`src/rtl/sfit_fifo.sv`:
```
// Short register queue between the front and back parts of the selection test.
// Depends on nothing but its parameters.
module sfit_fifo #(
  parameter int WIDTH = 8,
  parameter int DEPTH = 4
) (
  input  logic             clk_i,
  input  logic             rst_ni,
  input  logic             wr_valid_i,
  output logic             wr_ready_o,
  input  logic [WIDTH-1:0] wr_data_i,
  output logic             rd_valid_o,
  input  logic             rd_ready_i,
  output logic [WIDTH-1:0] rd_data_o
);
  localparam int PTR_W = (DEPTH > 1) ? $clog2(DEPTH) : 1;
  localparam int CNT_W = $clog2(DEPTH + 1);

  logic [WIDTH-1:0] mem_q [DEPTH];
  logic [PTR_W-1:0] wptr_q, wptr_d, rptr_q, rptr_d;
  logic [CNT_W-1:0] count_q, count_d;
  logic             push, pop;

  assign wr_ready_o = (count_q != CNT_W'(DEPTH));
  assign rd_valid_o = (count_q != '0);
  assign rd_data_o  = mem_q[rptr_q];
  assign push       = wr_valid_i && wr_ready_o;
  assign pop        = rd_valid_o && rd_ready_i;

  always_comb begin
    wptr_d  = wptr_q;
    rptr_d  = rptr_q;
    count_d = count_q;
    if (push) begin
      wptr_d = (wptr_q == PTR_W'(DEPTH - 1)) ? '0 : wptr_q + 1'b1;
    end
    if (pop) begin
      rptr_d = (rptr_q == PTR_W'(DEPTH - 1)) ? '0 : rptr_q + 1'b1;
    end
    if (push && !pop) begin
      count_d = count_q + 1'b1;
    end else if (pop && !push) begin
      count_d = count_q - 1'b1;
    end
  end

  always_ff @(posedge clk_i or negedge rst_ni) begin
    if (!rst_ni) begin
      wptr_q  <= '0;
      rptr_q  <= '0;
      count_q <= '0;
    end else begin
      wptr_q  <= wptr_d;
      rptr_q  <= rptr_d;
      count_q <= count_d;
    end
  end

  always_ff @(posedge clk_i) begin
    if (push) begin
      mem_q[wptr_q] <= wr_data_i;
    end
  end

`ifndef SYNTHESIS
  a_count_bound: assert property (@(posedge clk_i) disable iff (!rst_ni)
    count_q <= CNT_W'(DEPTH))
    else $error("queue count beyond depth");
  a_count_up: assert property (@(posedge clk_i) disable iff (!rst_ni)
    (push && !pop) |=> (count_q == $past(count_q) + 1'b1))
    else $error("queue count did not follow a lone write");
`endif

endmodule

```
`config.mk`:
```
export PLATFORM = sky130hd
export DESIGN_NAME = sfit_fifo
export DESIGN_NICKNAME = d
export VERILOG_FILES = /design/src/rtl/sfit_fifo.sv
export SDC_FILE = /design/constraint.sdc
export NUM_CORES = 1
export LEC_CHECK = 0
export ABC_AREA = 1
export BUFFER_PORTS_ARGS = -buffer_cell sky130_fd_sc_hd__buf_2
export CORE_MARGIN = 3
export CORE_UTILIZATION = 55
export CTS_CLUSTER_DIAMETER = 50
export DETAILED_ROUTE_END_ITERATION = 10
export GPL_TIMING_DRIVEN = 0
export PLACE_DENSITY = 0.74
export SYNTH_ARGS = -nofsm -noshare
export SYNTH_HDL_FRONTEND = slang
export SYNTH_SLANG_ARGS = --single-unit
```
`constraint.sdc`:
```
create_clock -name clk_i -period 1.8 [get_ports clk_i]
set_input_delay 0.09 -clock clk_i [delete_from_list [all_inputs] [get_ports clk_i]]
set_output_delay 0.09 -clock clk_i [all_outputs]
set_load 0.05 [all_outputs]
```
After elaboration in Yosys (flattened, before gate mapping):

Memories as Yosys holds them, arrays and structs flattened.
Cells that the tools add are included.

* register bits after elaboration: 7
* memory bits (writable): 32
* input bits: 12
* output and inout port bits: 10
* word-level logic and storage cells: 25
* memories: 1

Memory list
* mem_q: depth 4, bits a word 8, read ports 1, clocked after memory_dff 0, write ports 1, RTL line 19 `logic [WIDTH-1:0] mem_q [DEPTH];`

* add/subtract/negate cells: 4
* equality and inequality tests: 3
* muxes and demuxes: 6
* reduce and logical (&&, ||, !) cells: 8

Operators with widths (count)
* $mux W3: 2
* $add A2 B1 Y2 const B: 2
* $eq A2 B2 Y1 const B: 2
* $logic_and A1 B1 Y1: 4
* $mux W2: 2
* $add A3 B1 Y3 const B: 1
* $ne A3 B3 Y1 const B: 1
* $reduce_bool A3 Y1: 1
* $sub A3 B1 Y3 const B: 1
* $logic_not A1 Y1: 2
* $mux W1: 2
* $reduce_bool A2 Y1: 1

Logic depth before layout (Yosys ltp):

Gate-level depths: netlist of run 1.

* word-level depth: 6
* depth in mapped cells: 12
* depth with buffers taken out: 12

Worst setup path before layout of run 1:

OpenSTA, ideal clock, no wires.

* path kind: register to register
* from: register count_q[1]
* to: register count_q[2]
* library setup time: 0.117 ns
* data arrival time: 1.998 ns
* required time: 1.683 ns
* path slack: -0.315 ns
* stages on the path, launching flop included: 11
* buffers on the path: 0
* clock period less this slack: 2.115 ns
* path through: dfrtp_1 > inv_1 > nand3_1 > nand2_2 > ha_1 > inv_1 > fa_1 > nand2_1 > nand3_1 > nand2_1 > nand2_1

* longest elaborated chain between the ends: 5
* elaborated cells on any way between the ends: 13
* those cells by class: 2 x add/sub; 1 x eq/ne; 2 x mux; 8 x reduce/logical

Ends and longest elaborated chain
* start: declaration: RTL line 21 `logic [CNT_W-1:0] count_q, count_d;`
* start signal: assignment: RTL line 55 `count_q <= count_d;`
* $reduce_bool A3 Y1 *: RTL line 25 `assign rd_valid_o = (count_q != '0);`
* via rd_valid_o: RTL line 12 `output logic rd_valid_o,`
* $logic_and A1 B1 Y1 *: RTL line 28 `assign pop = rd_valid_o && rd_ready_i;`
* $logic_not A1 Y1: RTL line 40 `if (push && !pop) begin`
* $logic_and A1 B1 Y1: RTL line 40
* $mux W3 / $reduce_bool A2 Y1 (equally long branches)

The timed path passes the listed nets; every way through them passes the cells marked *. The select of a mux whose other input is x is not followed.
A chain may end at the register's enable or synchronous reset.

Worst setup path in the final report of run 1:

* from: register count_q[1]
* to: register count_q[1]

* elaborated cells on any way between the ends: 13
* those cells by class: 2 x add/sub; 1 x eq/ne; 2 x mux; 8 x reduce/logical

RTL lines
* $ne A3 B3 Y1: RTL line 24 `assign wr_ready_o = (count_q != CNT_W'(DEPTH));`
* $logic_and A1 B1 Y1: RTL line 27 `assign push = wr_valid_i && wr_ready_o;`
* via push: RTL line 22 `logic push, pop;`
* $logic_and A1 B1 Y1: RTL line 40
* $mux W3: RTL line 40
* via count_d[1]: RTL line 21

The timed path passes the listed nets, and every way through them passes these cells. The select of a mux whose other input is x is not followed.

==> qor.yml, run 1 <==
outcome:
  outcome: "finished clean"
cells_and_area:
  area_growth_pct: 23.5
  design_area_mm2: 0.00217
  multiInputGateArea_um2: 489
  mostFrequentLayoutCells: "37 x nand2_1, 32 x edfxtp_1, 25 x inv_1"
  regArea_mm2: 0.00114
  drive_gt1_share_pct: 26.2
  nFillCells: 208
  nNetsFinal: 213
  diodes: 0
  final_common_cell: "nand2_1"
sta:
  hold_viol: 0
  fin_setup_tns_ns: 0
  min_period_ns: 1.73
  clock_skew_ns: 0.00910
  clock.fmax_ghz: 0.580
  final-setup-viol-count: 0
  rsz0062_at_grt: "yes"
  slew_violations: 0
  max-slew-margin-rel_pct: 49.1
  tightest_slew_ns: 0.760
  period_share_pct: 95.9
grt:
  grt_pass1_vias: 1214
  grt_first_pass_wirelength_mm: 5.58
  grt_remaining_overflow: 0
  antenna_found_initial: 0
  grt_max_degree: 13
  track_usage_pct: 19.1
power_and_ir_drop:
  powerDensity_mw_per_mm2: 1770
  combPwrFrac_pct: 50.5
  clock_power_share_pct: 14.8
  vdd_drop_max_uv: 1090
  total_power_mw: 3.84
  p_leak_nw: 0.937
  p_int_mw: 2.11
  swShare_pct: 45.1
  seq_power_share_pct: 34.8
  p_sw_mw: 1.73
logic_synthesis:
  synth-seq-cells: 39
  synthesis.area_mm2: 0.00175
  syn_nets: 171
  synth_cells: 152
  synth.avg_cell_area_um2: 11.5
  synth.distinct_cells: 16
  synth_warnings: 0
  synth_seq_area_share_pct: 64.8
placement:
  place_congestion: 0.705
  hpwl_mm: 2.28
  portBuffers: 21
  placed_cell_area_mm2: 0.00194
setup_path:
  arrival_ns: 1.96
  worstSetupPathType: "reg2reg"
  critPathCaptureType: "register"
  worstPathMaxFanout: 7
  start_kind: "register"
  crit_start: "count_q[1]"
  reg2reg_from: "count_q[1]"
  reg2reg_depth: 9
  crit_required_ns: 2.04
hold_path:
  hold_path_depth: 3
  hp-start: "wr_valid_i"
  worstHoldPathType: "in2reg"
routing:
  wirelength_mm: 3.32
  viasPerCell: 4.98
  drc: 0
  initialDrtViolationCount: 58
  first_pass_iters: 4
  num_vias: 1181
  wire_per_inst_um: 14.0
  postRouteAntennaNets: 0
die:
  start_util_pct: 60.5
  pin_count: 22
  die_x_um: 62.5
  num_rows: 19
  fp.dieH_um: 62.5
  die-area_mm2: 0.00390
  core_mm2: 0.00290
clock_network:
  path_clk_slew_ns: 0.11
  cts_buffers: 5
  cts_tree: "done"
  cts_sinks: 39
  clock_path_buffers: 2
  htreeDepth: 2
  clkLatencyLatePin_ns: 0.35
  clockRootBuffer: "clkbuf_4"
job:
  max-cap-violations: 0
==> synthesized netlist by cell type <==
master / number / share of area, %
buf_6: 5 / 3.2
dfrtp_1: 7 / 10
edfxtp_1: 32 / 55
fa_1: 1 / 1.1
ha_1: 6 / 4.3
inv_1: 29 / 6.2
inv_2: 1 / 0.21
nand2_1: 37 / 7.9
nand2_2: 2 / 0.71
nand3_1: 6 / 1.7
nand3_2: 1 / 0.57
nand4_1: 1 / 0.36
nor2_1: 6 / 1.3
o211ai_1: 16 / 6.8
o21ai_0: 1 / 0.29
xnor2_1: 1 / 0.50
==> path summary, 6_finish.rpt <==
kind,slack [ns],to
setup / recovery,0.07,count_q[1]
hold / removal,0.03,wptr_q[0]
setup reg to reg,0.07,count_q[1]
hold reg to reg,0.56,wptr_q[1]
max in group asynchronous,1.52,count_q[0]
min in group asynchronous,0.11,count_q[1]
==> layer usage <==
| layer | vias up | track usage (%) | part of all wire [%] |
|---|---|---|---|
| met2 | 29 | 31.4 | 50 |
| met5 | - | 0 | 0 |
| met1 | 554 | 23.0 | 43 |
| met3 | 9 | 6.29 | 5.0 |
| met4 | 0 | 7.99 | 2.1 |
| li1 | 589 | - | - |
==> registers in the layout (all words and copies together) (netlist names) <==
| name | count |
|---|---|
| mem_q | 32 |
| wptr_q | 2 |
| count_q | 3 |
| rptr_q | 2 |
==> layout make-up <==
| type | instances | share of cell area [%] |
|---|---|---|
| Buffer | 5 | 2.60 |
| Clock buffer | 5 | 1.73 |
| Clock inverter | 3 | 1.79 |
| Inverter | 30 | 5.49 |
| Multi-Input combinational cell | 78 | 22.6 |
| Sequential cell | 39 | 52.5 |
| Tap cell | 42 | 2.43 |
| Timing Repair Buffer | 35 | 10.9 |
==> worst max-delay path, cell delays in order, from the launching register on <==
cell     delay [ns]
dfrtp_1        0.42
inv_2          0.12
nand3_4        0.10
nand2_4        0.11
inv_1          0.05
ha_2           0.18
inv_2          0.07
fa_2           0.43
nand2_1        0.06
o21ai_0        0.07
==> stage by stage <==
| step | util [%] | cells | hold WS, ns | setup WS [ns] |
|---|---|---|---|---|
| 5_1_grt | 74.7 | 237 | 0.00886 | -0.0138 |
| 3_3_place_gp | 66.9 | 215 | -0.0698 | 0.0653 |
| 4_1_cts | 73.0 | 233 | 0.0144 | 0.00519 |
| 6_report | 74.7 | 237 | 0.0255 | 0.0744 |
| 3_5_place_dp | 66.9 | 215 | -0.0634 | 0.0210 |
| 2_1_floorplan | - | 152 | -0.206 | -0.00674 |
==> cell families after synthesis <==
group / Yosys count / share of synthesized area [%]
flip-flops: 39 / 64.8
AO/OA/AOI/OAI: 17 / 7.13
adder cells (fa/ha/maj): 7 / 5.42
AND/OR/NAND/NOR: 53 / 12.6
buffers and inverters: 35 / 9.63
XOR/XNOR: 1 / 0.499
==> power groups by stage <==
stage | Clock, mW | Sequential [mW] | Combinational [mW]
floorplan | 0 | 1.32 | 1.45
global placement | 0 | 1.33 | 1.78
detailed placement | 0 | 1.35 | 1.86
CTS | 0.577 | 1.33 | 1.88
global route | 0.620 | 1.36 | 2.13
finish | 0.566 | 1.33 | 1.94
==> repair_timing <==
action,CTS,global route
gates resized for setup,0,8
setup endpoints to repair,0,18
hold buffers,10,0
hold endpoints to repair,41,0
buffers inserted,0,4
Power figures use the tool's default switching activity.
==> run 2: changes to the inputs <==
--- a/config.mk
+++ b/config.mk
@@ -6,13 +6,13 @@
 export NUM_CORES = 1
 export LEC_CHECK = 0
 export ABC_AREA = 1
-export BUFFER_PORTS_ARGS = -buffer_cell sky130_fd_sc_hd__buf_2
 export CORE_MARGIN = 3
 export CORE_UTILIZATION = 55
 export CTS_CLUSTER_DIAMETER = 50
 export DETAILED_ROUTE_END_ITERATION = 10
+export DONT_BUFFER_PORTS = 1
 export GPL_TIMING_DRIVEN = 0
-export PLACE_DENSITY = 0.74
+export PLACE_DENSITY = 0.68
 export SYNTH_ARGS = -nofsm -noshare
 export SYNTH_HDL_FRONTEND = slang
 export SYNTH_SLANG_ARGS = --single-unit
==> qor.yml, run 2 (synthesis gave the netlist of run 1 again) <==
clock_network:
  path_clk_slew_ns: 0.11
  cts_tree: "done"
  clock_path_buffers: 2
  cts_sinks: 39
  htreeDepth: 2
  clkLatencyLatePin_ns: 0.35
  clockRootBuffer: "clkbuf_4"
  cts_buffers: 5
die:
  pin_count: 22
  core_mm2: 0.00290
  start_util_pct: 60.5
  num_rows: 19
  fp.dieH_um: 62.5
  die_x_um: 62.5
  die-area_mm2: 0.00390
power_and_ir_drop:
  powerDensity_mw_per_mm2: 1860
  p_leak_nw: 0.898
  vdd_drop_max_uv: 1090
routing:
  num_vias: 1124
  wirelength_mm: 3.32
  wl_met2_mm: 1.66
  wl_met3_um: 247
  wire_per_inst_um: 15.0
  viasPerCell: 5.09
  drc: 0
  initialDrtViolationCount: 36
  met1_length_mm: 1.36
  postRouteAntennaNets: 0
  first_pass_iters: 4
  dr.max_layer_used: "met4"
setup_path:
  crit_required_ns: 1.78
  critPathCaptureType: "register"
  worstPathMaxFanout: 8
  arrival_ns: 1.84
  start_kind: "register"
  worstSetupPathType: "reg2reg"
cells_and_area:
  top_regs: "mem_q x32, count_q x3"
  largest_register_ffs: 32
  mostFrequentLayoutCells: "32 x edfxtp_1, 27 x nand2_1, 24 x inv_1"
  diodes: 0
  nNetsFinal: 197
  final_common_cell: "edfxtp_1"
  fin_cells: 221
  nFillCells: 200
  drive_gt1_share_pct: 24.6
  top_register: "mem_q"
  area_growth_pct: 23.0
sta:
  tightest_slew_ns: 0.766
  slew_violations: 0
  max-slew-margin-rel_pct: 48.8
  rsz0062_at_grt: "yes"
  final-setup-viol-count: 17
  hold_ws_ns: 0.0681
  timing.final.ws_setup_ns: -0.0530
  period_share_pct: 103
  clock_skew_ns: 0.00913
  hold_viol: 0
  clock.fmax_ghz: 0.540
  min_period_ns: 1.85
placement:
  dp_slack_ns: -0.140
  place_congestion: 0.700
  dp.cells: 194
  hpwl_mm: 2.11
  portBuffers: 0
grt:
  grt_max_degree: 13
  antenna_found_initial: 0
  grt_pass1_vias: 1177
  grt_remaining_overflow: 0
  grt_first_pass_wirelength_mm: 5.54
  track_usage_pct: 18.7
outcome:
  violations: "setup timing"
  outcome: "finished with violations"
hold_path:
  worstHoldPathType: "in2async"
job:
  max-cap-violations: 0
run 2: layout make-up:
| type | instances | area, µm² | area share (%) |
|---|---|---|---|
| clock buffers | 6 | 41.3 | 1.91 |
| plain buffers | 5 | 56.3 | 2.61 |
| repair buffers | 19 | 170 | 7.88 |
| flip-flops and latches | 39 | 1140 | 52.6 |
| clock inverters | 2 | 60.1 | 2.78 |
| well taps | 42 | 52.6 | 2.43 |
| multi-input cells | 78 | 527 | 24.4 |
| inverters | 30 | 115 | 5.33 |
run 2: worst paths after layout:
check,slack (ns),cells after the start,to,start
min,0.07,1,count_q[0],rst_ni
min in group clk_i,0.45,1,mem_q[0][3],wr_data_i[3]
min reg2reg,0.57,2,wptr_q[1],wptr_q[1]
max reg2reg,-0.05,5,mem_q[3][0],count_q[0]
max in group asynchronous,1.48,1,rptr_q[1],rst_ni
max,-0.05,5,mem_q[3][0],count_q[0]
run 2: per-layer routing:
metal	global-route usage [%]	vias to the layer above
li1	-	559
met1	22.4	522
met2	31.0	37
met3	6.65	6
met4	7.16	0
met5	0	-
run 2: worst max-delay path, cell delays in order (launching register included):
cell     delay [ns]
dfrtp_1        0.39
inv_2          0.08
nand3_4        0.20
nand2_4        0.10
buf_4          0.14
nor2_1         0.58
run 2: what timing repair did:
action / 4_1_cts / 5_1_grt
hold endpoints to repair: 43 / 0
hold buffers: 11 / 0
endpoints found under the setup margin: 34 / 40
cloned: 0 / 0
pin swaps: 6 / 5
gates resized for setup: 6 / 14
setup buffers: 5 / 3
run 2: metrics by stage:
| step | instance area (µm²) | total power [mW] | setup TNS (ns) | utilization [%] |
|---|---|---|---|---|
| finish | 2160 | 4.01 | -0.704 | 74.4 |
| global route | 2160 | 4.27 | -2.54 | 74.4 |
| CTS | 2100 | 3.89 | -0.983 | 72.4 |
| detailed placement | 1830 | 3.05 | -0.926 | 63.2 |
| global placement | 1830 | 2.98 | -0.253 | 63.2 |
| floorplan | 1780 | 2.77 | -0.00674 | - |
run 2: where the power goes:
group / total [mW] / leakage (nW) / switching [mW] / internal, mW
clock network: 0.714 / 0.0525 / 0.281 / 0.433
logic: 1.97 / 0.467 / 1.39 / 0.584
registers: 1.32 / 0.378 / 0.104 / 1.21
